===== src/rtl/domain_name_label_hash_core_assert.svh =====
// Assertion macros for the domain name label hash core.
// Used by the top level only; expects a clock and an active-low reset.
`ifndef DOMAIN_NAME_LABEL_HASH_CORE_ASSERT_SVH
`define DOMAIN_NAME_LABEL_HASH_CORE_ASSERT_SVH

// Same-cycle implication, disabled while reset is asserted
`define DNLH_ASSERT_SAME(lbl, clk, rst_n, ante, cons, msg) \
	lbl: assert property (@(posedge clk) disable iff (!(rst_n)) (ante) |-> (cons)) \
		else $error(msg);

// Next-cycle implication, disabled while reset is asserted
`define DNLH_ASSERT_NEXT(lbl, clk, rst_n, ante, cons, msg) \
	lbl: assert property (@(posedge clk) disable iff (!(rst_n)) (ante) |=> (cons)) \
		else $error(msg);

`endif


===== src/rtl/dnlh_pkg.sv =====
// Shared types, constants and byte folding for the domain name label hash core.
// No dependencies.
`timescale 1ns / 1ps

package dnlh_pkg;

	localparam int CHAR_W          = 8;
	localparam int HASH_W          = 32;
	localparam int LABEL_LIMIT_DEF = 65;

	// Special name bytes
	localparam logic [CHAR_W-1:0] CHAR_END       = 8'h00;
	localparam logic [CHAR_W-1:0] CHAR_DOT       = 8'h2E;
	localparam logic [CHAR_W-1:0] CHAR_BACKSLASH = 8'h5C;
	localparam logic [CHAR_W-1:0] CHAR_UPPER_A   = 8'h41;
	localparam logic [CHAR_W-1:0] CHAR_UPPER_Z   = 8'h5A;
	localparam logic [CHAR_W-1:0] CASE_OFFSET    = 8'h20;

	// One finished name result
	typedef struct packed {
		logic [HASH_W-1:0] hash;
		logic              cut_short;
	} result_t;

	// Lower A-Z, then sign-extend to the hash width (signed char semantics)
	function automatic logic [HASH_W-1:0] fold_byte(input logic [CHAR_W-1:0] b);
		logic [CHAR_W-1:0] low;
		low = b;
		if (b >= CHAR_UPPER_A && b <= CHAR_UPPER_Z)
			low = b + CASE_OFFSET;
		return {{(HASH_W-CHAR_W){low[CHAR_W-1]}}, low};
	endfunction

	// hash * 31 as a shift and subtract, modulo 2^HASH_W
	function automatic logic [HASH_W-1:0] mul31(input logic [HASH_W-1:0] h);
		return (h << 5) - h;
	endfunction

endpackage


===== src/rtl/domain_name_label_hash_core.sv =====
// Domain name label hash core: input register, hasher and result register.
// Depends on dnlh_pkg, dnlh_hasher, dnlh_result_reg and the assertion header.
//
// Usage:
//   Input channel (in_valid / in_stall / character) carries one byte of an
//   escaped domain name per transfer; a zero byte ends the name. Output
//   channel (out_valid / out_stall / hash_value / cut_short) carries one
//   result per name, produced only for the zero byte.
//   Throughput: one byte per cycle while in_stall is low. Each byte is
//   registered, then updates the hash state (31*h + byte, a shift and subtract).
//   The zero byte's result then loads the output register and raises out_valid.
//   Stall: a result waiting in the output register does not block bytes of
//   the next name; only a second zero byte arriving while that result is
//   still stalled holds the input register and raises in_stall.
//   Reset: asynchronous, clears the hash state, input and output valid.
//   After each result the hash state returns to its reset value.
`timescale 1ns / 1ps
`include "domain_name_label_hash_core_assert.svh"

module domain_name_label_hash_core #(
	parameter int LABEL_LIMIT = dnlh_pkg::LABEL_LIMIT_DEF
) (
	input  logic                          clk,
	input  logic                          arst_n,
	input  logic                          in_valid,
	output logic                          in_stall,
	input  logic [dnlh_pkg::CHAR_W-1:0]   character,
	output logic                          out_valid,
	input  logic                          out_stall,
	output logic [dnlh_pkg::HASH_W-1:0]   hash_value,
	output logic                          cut_short
);

	logic                        valid_s1;
	logic [dnlh_pkg::CHAR_W-1:0] char_s1;
	logic                        end_s1;
	logic                        go_s1;
	dnlh_pkg::result_t           result;

	// Stage 1 byte moves on unless it is an end byte and the result slot is busy
	assign end_s1   = char_s1 == dnlh_pkg::CHAR_END;
	assign go_s1    = valid_s1 && (!end_s1 || !out_valid || !out_stall);
	assign in_stall = valid_s1 && !go_s1;

	// Input register
	always_ff @(posedge clk or negedge arst_n) begin
		if (!arst_n) begin
			valid_s1 <= 1'b0;
		end else if (!in_stall) begin
			valid_s1 <= in_valid;
		end
	end

	always_ff @(posedge clk) begin
		if (in_valid && !in_stall)
			char_s1 <= character;
	end

	dnlh_hasher #(
		.LABEL_LIMIT(LABEL_LIMIT)
	) u_hasher (
		.clk     (clk),
		.arst_n  (arst_n),
		.step_en (go_s1),
		.char_in (char_s1),
		.result  (result)
	);

	dnlh_result_reg u_result (
		.clk        (clk),
		.arst_n     (arst_n),
		.load       (go_s1 && end_s1),
		.result     (result),
		.out_valid  (out_valid),
		.out_stall  (out_stall),
		.hash_value (hash_value),
		.cut_short  (cut_short)
	);

	// Checks
	`DNLH_ASSERT_SAME(a_stall_cause, clk, arst_n, in_stall, valid_s1 && end_s1 && out_valid && out_stall, "input stalled without a blocked result")
	`DNLH_ASSERT_NEXT(a_end_makes_result, clk, arst_n, go_s1 && end_s1, out_valid, "end byte consumed but no result registered")
	`DNLH_ASSERT_SAME(a_result_has_cause, clk, arst_n, $rose(out_valid), $past(valid_s1 && end_s1), "result appeared without an end byte")

endmodule


===== src/rtl/dnlh_hasher.sv =====
// Per-byte hash state and update logic for the domain name label hash core.
// Depends on dnlh_pkg.
`timescale 1ns / 1ps

module dnlh_hasher #(
	parameter int LABEL_LIMIT = dnlh_pkg::LABEL_LIMIT_DEF
) (
	input  logic                          clk,
	input  logic                          arst_n,
	input  logic                          step_en,
	input  logic [dnlh_pkg::CHAR_W-1:0]   char_in,
	output dnlh_pkg::result_t             result
);

	localparam int CNT_W = $clog2(LABEL_LIMIT);
	localparam logic [CNT_W:0] LIMIT_W = (CNT_W+1)'(LABEL_LIMIT);

	logic [dnlh_pkg::HASH_W-1:0] committed_hash_q, committed_hash_d;
	logic [dnlh_pkg::HASH_W-1:0] running_hash_q, running_hash_d;
	logic [CNT_W-1:0]            label_count_q, label_count_d;
	logic                        escape_pending_q, escape_pending_d;
	logic                        aborted_q, aborted_d;
	logic [CNT_W:0]              count_inc;
	logic [dnlh_pkg::HASH_W-1:0] hash_next;

	assign count_inc = {1'b0, label_count_q} + 1'b1;
	assign hash_next = dnlh_pkg::mul31(running_hash_q) + dnlh_pkg::fold_byte(char_in);

	// Result seen on the terminating byte: label closes unless aborted
	assign result.hash      = aborted_q ? committed_hash_q : running_hash_q;
	assign result.cut_short = aborted_q;

	// Next state for one consumed byte
	always_comb begin
		committed_hash_d = committed_hash_q;
		running_hash_d   = running_hash_q;
		label_count_d    = label_count_q;
		escape_pending_d = escape_pending_q;
		aborted_d        = aborted_q;
		if (step_en) begin
			if (char_in == dnlh_pkg::CHAR_END) begin
				committed_hash_d = '0;
				running_hash_d   = '0;
				label_count_d    = '0;
				escape_pending_d = 1'b0;
				aborted_d        = 1'b0;
			end else if (aborted_q) begin
				// ignore everything until the end byte
			end else if (!escape_pending_q && char_in == dnlh_pkg::CHAR_BACKSLASH) begin
				escape_pending_d = 1'b1;
			end else if (!escape_pending_q && char_in == dnlh_pkg::CHAR_DOT) begin
				committed_hash_d = running_hash_q;
				label_count_d    = '0;
			end else begin
				escape_pending_d = 1'b0;
				if (count_inc >= LIMIT_W) begin
					// overlong label: drop it and freeze
					aborted_d      = 1'b1;
					running_hash_d = committed_hash_q;
					label_count_d  = '0;
				end else begin
					running_hash_d = hash_next;
					label_count_d  = count_inc[CNT_W-1:0];
				end
			end
		end
	end

	always_ff @(posedge clk or negedge arst_n) begin
		if (!arst_n) begin
			committed_hash_q <= '0;
			running_hash_q   <= '0;
			label_count_q    <= '0;
			escape_pending_q <= 1'b0;
			aborted_q        <= 1'b0;
		end else begin
			committed_hash_q <= committed_hash_d;
			running_hash_q   <= running_hash_d;
			label_count_q    <= label_count_d;
			escape_pending_q <= escape_pending_d;
			aborted_q        <= aborted_d;
		end
	end

endmodule


===== src/rtl/dnlh_result_reg.sv =====
// Output register for finished hash results, held while the receiver stalls.
// Depends on dnlh_pkg.
`timescale 1ns / 1ps

module dnlh_result_reg (
	input  logic                          clk,
	input  logic                          arst_n,
	input  logic                          load,
	input  dnlh_pkg::result_t             result,
	output logic                          out_valid,
	input  logic                          out_stall,
	output logic [dnlh_pkg::HASH_W-1:0]   hash_value,
	output logic                          cut_short
);

	logic                        valid_q;
	logic [dnlh_pkg::HASH_W-1:0] hash_q;
	logic                        cut_q;

	assign out_valid  = valid_q;
	assign hash_value = hash_q;
	assign cut_short  = cut_q;

	// Valid holds until the transfer completes or a new result loads
	always_ff @(posedge clk or negedge arst_n) begin
		if (!arst_n) begin
			valid_q <= 1'b0;
		end else if (load) begin
			valid_q <= 1'b1;
		end else if (!out_stall) begin
			valid_q <= 1'b0;
		end
	end

	always_ff @(posedge clk) begin
		if (load) begin
			hash_q <= result.hash;
			cut_q  <= result.cut_short;
		end
	end

endmodule


===== config.mk =====
export PLATFORM = sky130hd
export DESIGN_NAME = domain_name_label_hash_core
export DESIGN_NICKNAME = d
export VERILOG_FILES = /design/src/rtl/dnlh_pkg.sv /design/src/rtl/domain_name_label_hash_core.sv /design/src/rtl/dnlh_hasher.sv /design/src/rtl/dnlh_result_reg.sv
export VERILOG_INCLUDE_DIRS = /design/src /design/src/rtl
export SDC_FILE = /design/constraint.sdc
export NUM_CORES = 1
export LEC_CHECK = 0
export BUFFER_PORTS_ARGS = -buffer_cell sky130_fd_sc_hd__buf_4
export CAP_MARGIN = 20
export CELL_PAD_IN_SITES_DETAIL_PLACEMENT = 0
export CELL_PAD_IN_SITES_GLOBAL_PLACEMENT = 1
export CORE_ASPECT_RATIO = 1.5
export CORE_MARGIN = 3
export CORE_UTILIZATION = 49
export DETAILED_ROUTE_END_ITERATION = 8
export PLACE_DENSITY = 0.89
export REMOVE_ABC_BUFFERS = 1
export SYNTH_ARGS = -nofsm -noshare
export SYNTH_HDL_FRONTEND = slang
export SYNTH_SLANG_ARGS = --single-unit

===== constraint.sdc =====
create_clock -name clk -period 5.5 [get_ports clk]
set_input_delay 1.1 -clock clk [delete_from_list [all_inputs] [get_ports clk]]
set_output_delay 1.1 -clock clk [all_outputs]
set_load 0.005 [all_outputs]

==> impl_metrics.env <==
export IMPL_synth_xor_area_share_pct=3.91
export IMPL_die_width_um=105
export IMPL_slew_headroom_pct=33.5
export IMPL_core_area_mm2=0.0142
export IMPL_antenna_found_initial=0
export IMPL_dieArea_mm2=0.0161
export IMPL_max_freq_mhz=214
export IMPL_status="finished, final reports clean"
export IMPL_clk_pin_slew_ps=60
export IMPL_cts_setup_buffers=0
export IMPL_fin_nets=815
export IMPL_wl_per_cell_um=18.2
export IMPL_worst_slew_pin_slew_ps=997
export IMPL_critical_path_buf_inv_count=1
export IMPL_r2r_slack_ps=820
export IMPL_num_vias=5511
export IMPL_die_h_um=154
export IMPL_critPathLaunchType="register"
export IMPL_critPathMaxStageDelay_ps=690
export IMPL_regArea_mm2=0.00311
export IMPL_crit_path_top_delay_cell="a21o_1"
export IMPL_drt_total_wl_um=17100
export IMPL_nFillCells=1218
export IMPL_via_per_inst=5.84
export IMPL_synth_edf_count=41
export IMPL_syn_avg_cell_area_um2=10.3
export IMPL_layout_drive_gt1_share_pct=12.9
export IMPL_setup_worst_path_class="register to register"
export IMPL_finalCritPeriodShare_pct=85.2
export IMPL_report_final_slew_viol_count=0
export IMPL_r2r_cells=15
export IMPL_track_usage_pct=22.5
export IMPL_worstPathArrival_ps=4980
export IMPL_period_needed_ps=4680
export IMPL_firstDrtPassIters=5
export IMPL_min_from="u_hasher.running_hash_q[29]"
export IMPL_worst_path_dominant_cell_family="compound AO/OA/AOI/OAI gates"
export IMPL_grt_overflow=0
export IMPL_drc=0
export IMPL_dp_hpwl_um=11700
export IMPL_holdPathStages=1
export IMPL_grt_start_max_net_pins=76
export IMPL_cts_buffers=17
export IMPL_syn_to_final_growth_pct=16.2
export IMPL_synth_warnings=0
export IMPL_drt_iter0_drc=304
export IMPL_start_util_pct=50.5
export IMPL_synthAdderAreaFrac_pct=14.2
export IMPL_antenna_cells=0
export IMPL_synth_top_family_by_area="compound AO/OA/AOI/OAI gates"
export IMPL_synth_simple_gate_area_share_pct=11.0
export IMPL_syn_cell_area_mm2=0.00717
export IMPL_cp_cell_sequence="a21oi_1, nor2_1, a211oi_1, a21o_1, buf_4, fa_1, ha_1, a21o_1, or4_1, o21ai_0, o21ai_0, a31oi_1, o22ai_1, mux2i_1, a221o_1"
export IMPL_r2r_end="u_hasher.running_hash_q[30]"
export IMPL_crit_reg2reg_launch="char_s1[1]"
export IMPL_gp_congestion=0.892
export IMPL_multi_input_comb_area_mm2=0.00376
export IMPL_startpoint="char_s1[1]"
export IMPL_yosysSeqAreaShare_pct=43.4
export IMPL_fin_worst_skew_ps=12.8
export IMPL_holdBufCountCts=0
export IMPL_tns_ps=0
export IMPL_hold_path_endpoint="u_hasher.committed_hash_q[29]"
export IMPL_synthArstFlopShare_pct=64.7
export IMPL_rows=53
export IMPL_syn_inst=696
export IMPL_grt_pass1_wl_um=28800
export IMPL_clkSinkCount=116
export IMPL_synth_seq_cells=116
export IMPL_hold_violations=0
export IMPL_setup_viol=0
export IMPL_synth_compound_area_share_pct=20.8
export IMPL_end_kind="register"
export IMPL_grt_pass1_vias=5822
export IMPL_ctsResizeCount=0
export IMPL_max_cap_viol_count=0
export IMPL_synthMuxAreaShare_pct=2.13
export IMPL_synth_distinct_cells=61
export IMPL_hp_class="register to register"
export IMPL_cts_htree_levels=4
export IMPL_crit_path_max_fanout=13
export IMPL_ant_nets=0
export IMPL_cts_tree="yes"
export IMPL_clock_path_buffers=2
export IMPL_design_portCount=47
export IMPL_synth_main_ff_cell="dfrtp_1"
export IMPL_rsz0062_at_grt="no"
export IMPL_insertion_delay_ps=410
export IMPL_io_buffers=46
export IMPL_cts_root_buf="clkbuf_16"
export IMPL_required_ps=5790
## layout make-up
class                      instances  area share, %
clock buffer                      23           5.74
clock inverter                     9           1.28
inverter                          45           2.03
multi-input combinational        503           45.2
sequential                       116           37.3
tap                              192           2.89
timing repair buffer              55           5.53
## sequential cells by signal, indices dropped and copies added, names as in the netlist
name and count:
char_s1 8, u_hasher.aborted_q 1, u_hasher.committed_hash_q 32, u_hasher.escape_pending_q 1, u_hasher.label_count_q 7, u_hasher.running_hash_q 32
u_result.cut_short 1, u_result.hash_value 32, u_result.out_valid 1, valid_s1 1
## per-stage QoR
stage	util, %	setup slack [ps]	cells	cell area, um^2	hold slack [ps]
4_1_cts	58.2	814	940	8260	526
6_report	58.7	817	943	8330	525
2_1_floorplan	-	1170	664	7010	457
3_5_place_dp	54.1	862	908	7670	509
5_1_grt	58.7	547	943	8330	543
3_3_place_gp	54.1	984	908	7670	500
## routing by layer
layer / share of wire, % / GRT usage, %
met1: 39 / 24.7
met2: 54 / 41.0
met3: 3.2 / 4.16
met4: 3.2 / 11.4
met5: 0 / 0
## kinds of logic after synthesis
group                      count (synthesis)
AOI/OAI and AO/OA                        229
xor gates and xnor gates                  32
adders and majority gates                 65
buffers and inverters                     77
DFF                                      116
muxes                                     15
and+or+nand+nor                          162
## synth_stat cells, types with 5 or more instances
library cell,count,area share [%]
dfrtp_1,75,26
nand2_1,69,3.6
o21ai_0,67,4.7
inv_1,45,2.4
edfxtp_1,41,17
ha_1,38,6.6
a22o_1,33,4.0
a21oi_1,29,2.0
fa_1,27,7.5
nor2_1,26,1.4
a21o_1,20,2.1
o21ai_1,19,1.3
a22oi_1,18,1.9
buf_2,18,1.3
nand3_1,18,1.3
xor2_1,17,2.1
xnor2_1,15,1.8
mux2i_1,13,1.8
clkbuf_1,10,0.52
and3_1,8,0.70
nand2b_1,7,0.61
nor2b_1,6,0.52
o211ai_1,6,0.63
o21a_1,5,0.52
o21bai_1,5,0.52
## placed cells by master (no fill, tap or decap), types with 4 or more instances in the layout
| cell | n |
|---|---|
| nor2b_1 | 6 |
| nor3_1 | 4 |
| o21a_1 | 5 |
| o211ai_1 | 6 |
| nor2_1 | 25 |
| fa_1 | 27 |
| and3_1 | 8 |
| dfrtp_1 | 74 |
| a22o_1 | 33 |
| xnor2_1 | 15 |
| a21boi_0 | 4 |
| ha_1 | 38 |
| a21oi_1 | 29 |
| o21ai_1 | 19 |
| clkbuf_16 | 17 |
| edfxtp_1 | 41 |
| nand2b_1 | 7 |
| a21o_1 | 20 |
| nand3_1 | 18 |
| xor2_1 | 17 |
| inv_1 | 45 |
| buf_4 | 52 |
| mux2i_1 | 13 |
| nand2_1 | 69 |
| a22oi_1 | 18 |
| o21ai_0 | 67 |
| o21bai_1 | 4 |
## worst max-delay path by stage
stage | to | cells after the start | slack, ps
6_report | u_hasher.running_hash_q[30] | 15 | 820
5_1_grt | u_hasher.running_hash_q[30] | 15 | 550
4_1_cts | u_hasher.running_hash_q[30] | 15 | 810
3_5_place_dp | u_hasher.running_hash_q[30] | 15 | 860
3_3_place_gp | u_hasher.running_hash_q[30] | 15 | 980
2_1_floorplan | u_hasher.running_hash_q[30] | 14 | 1170
Power is left out: the tool's default activity adds up to more than one toggle a clock period on the data nets, which glitch-free logic cannot reach.
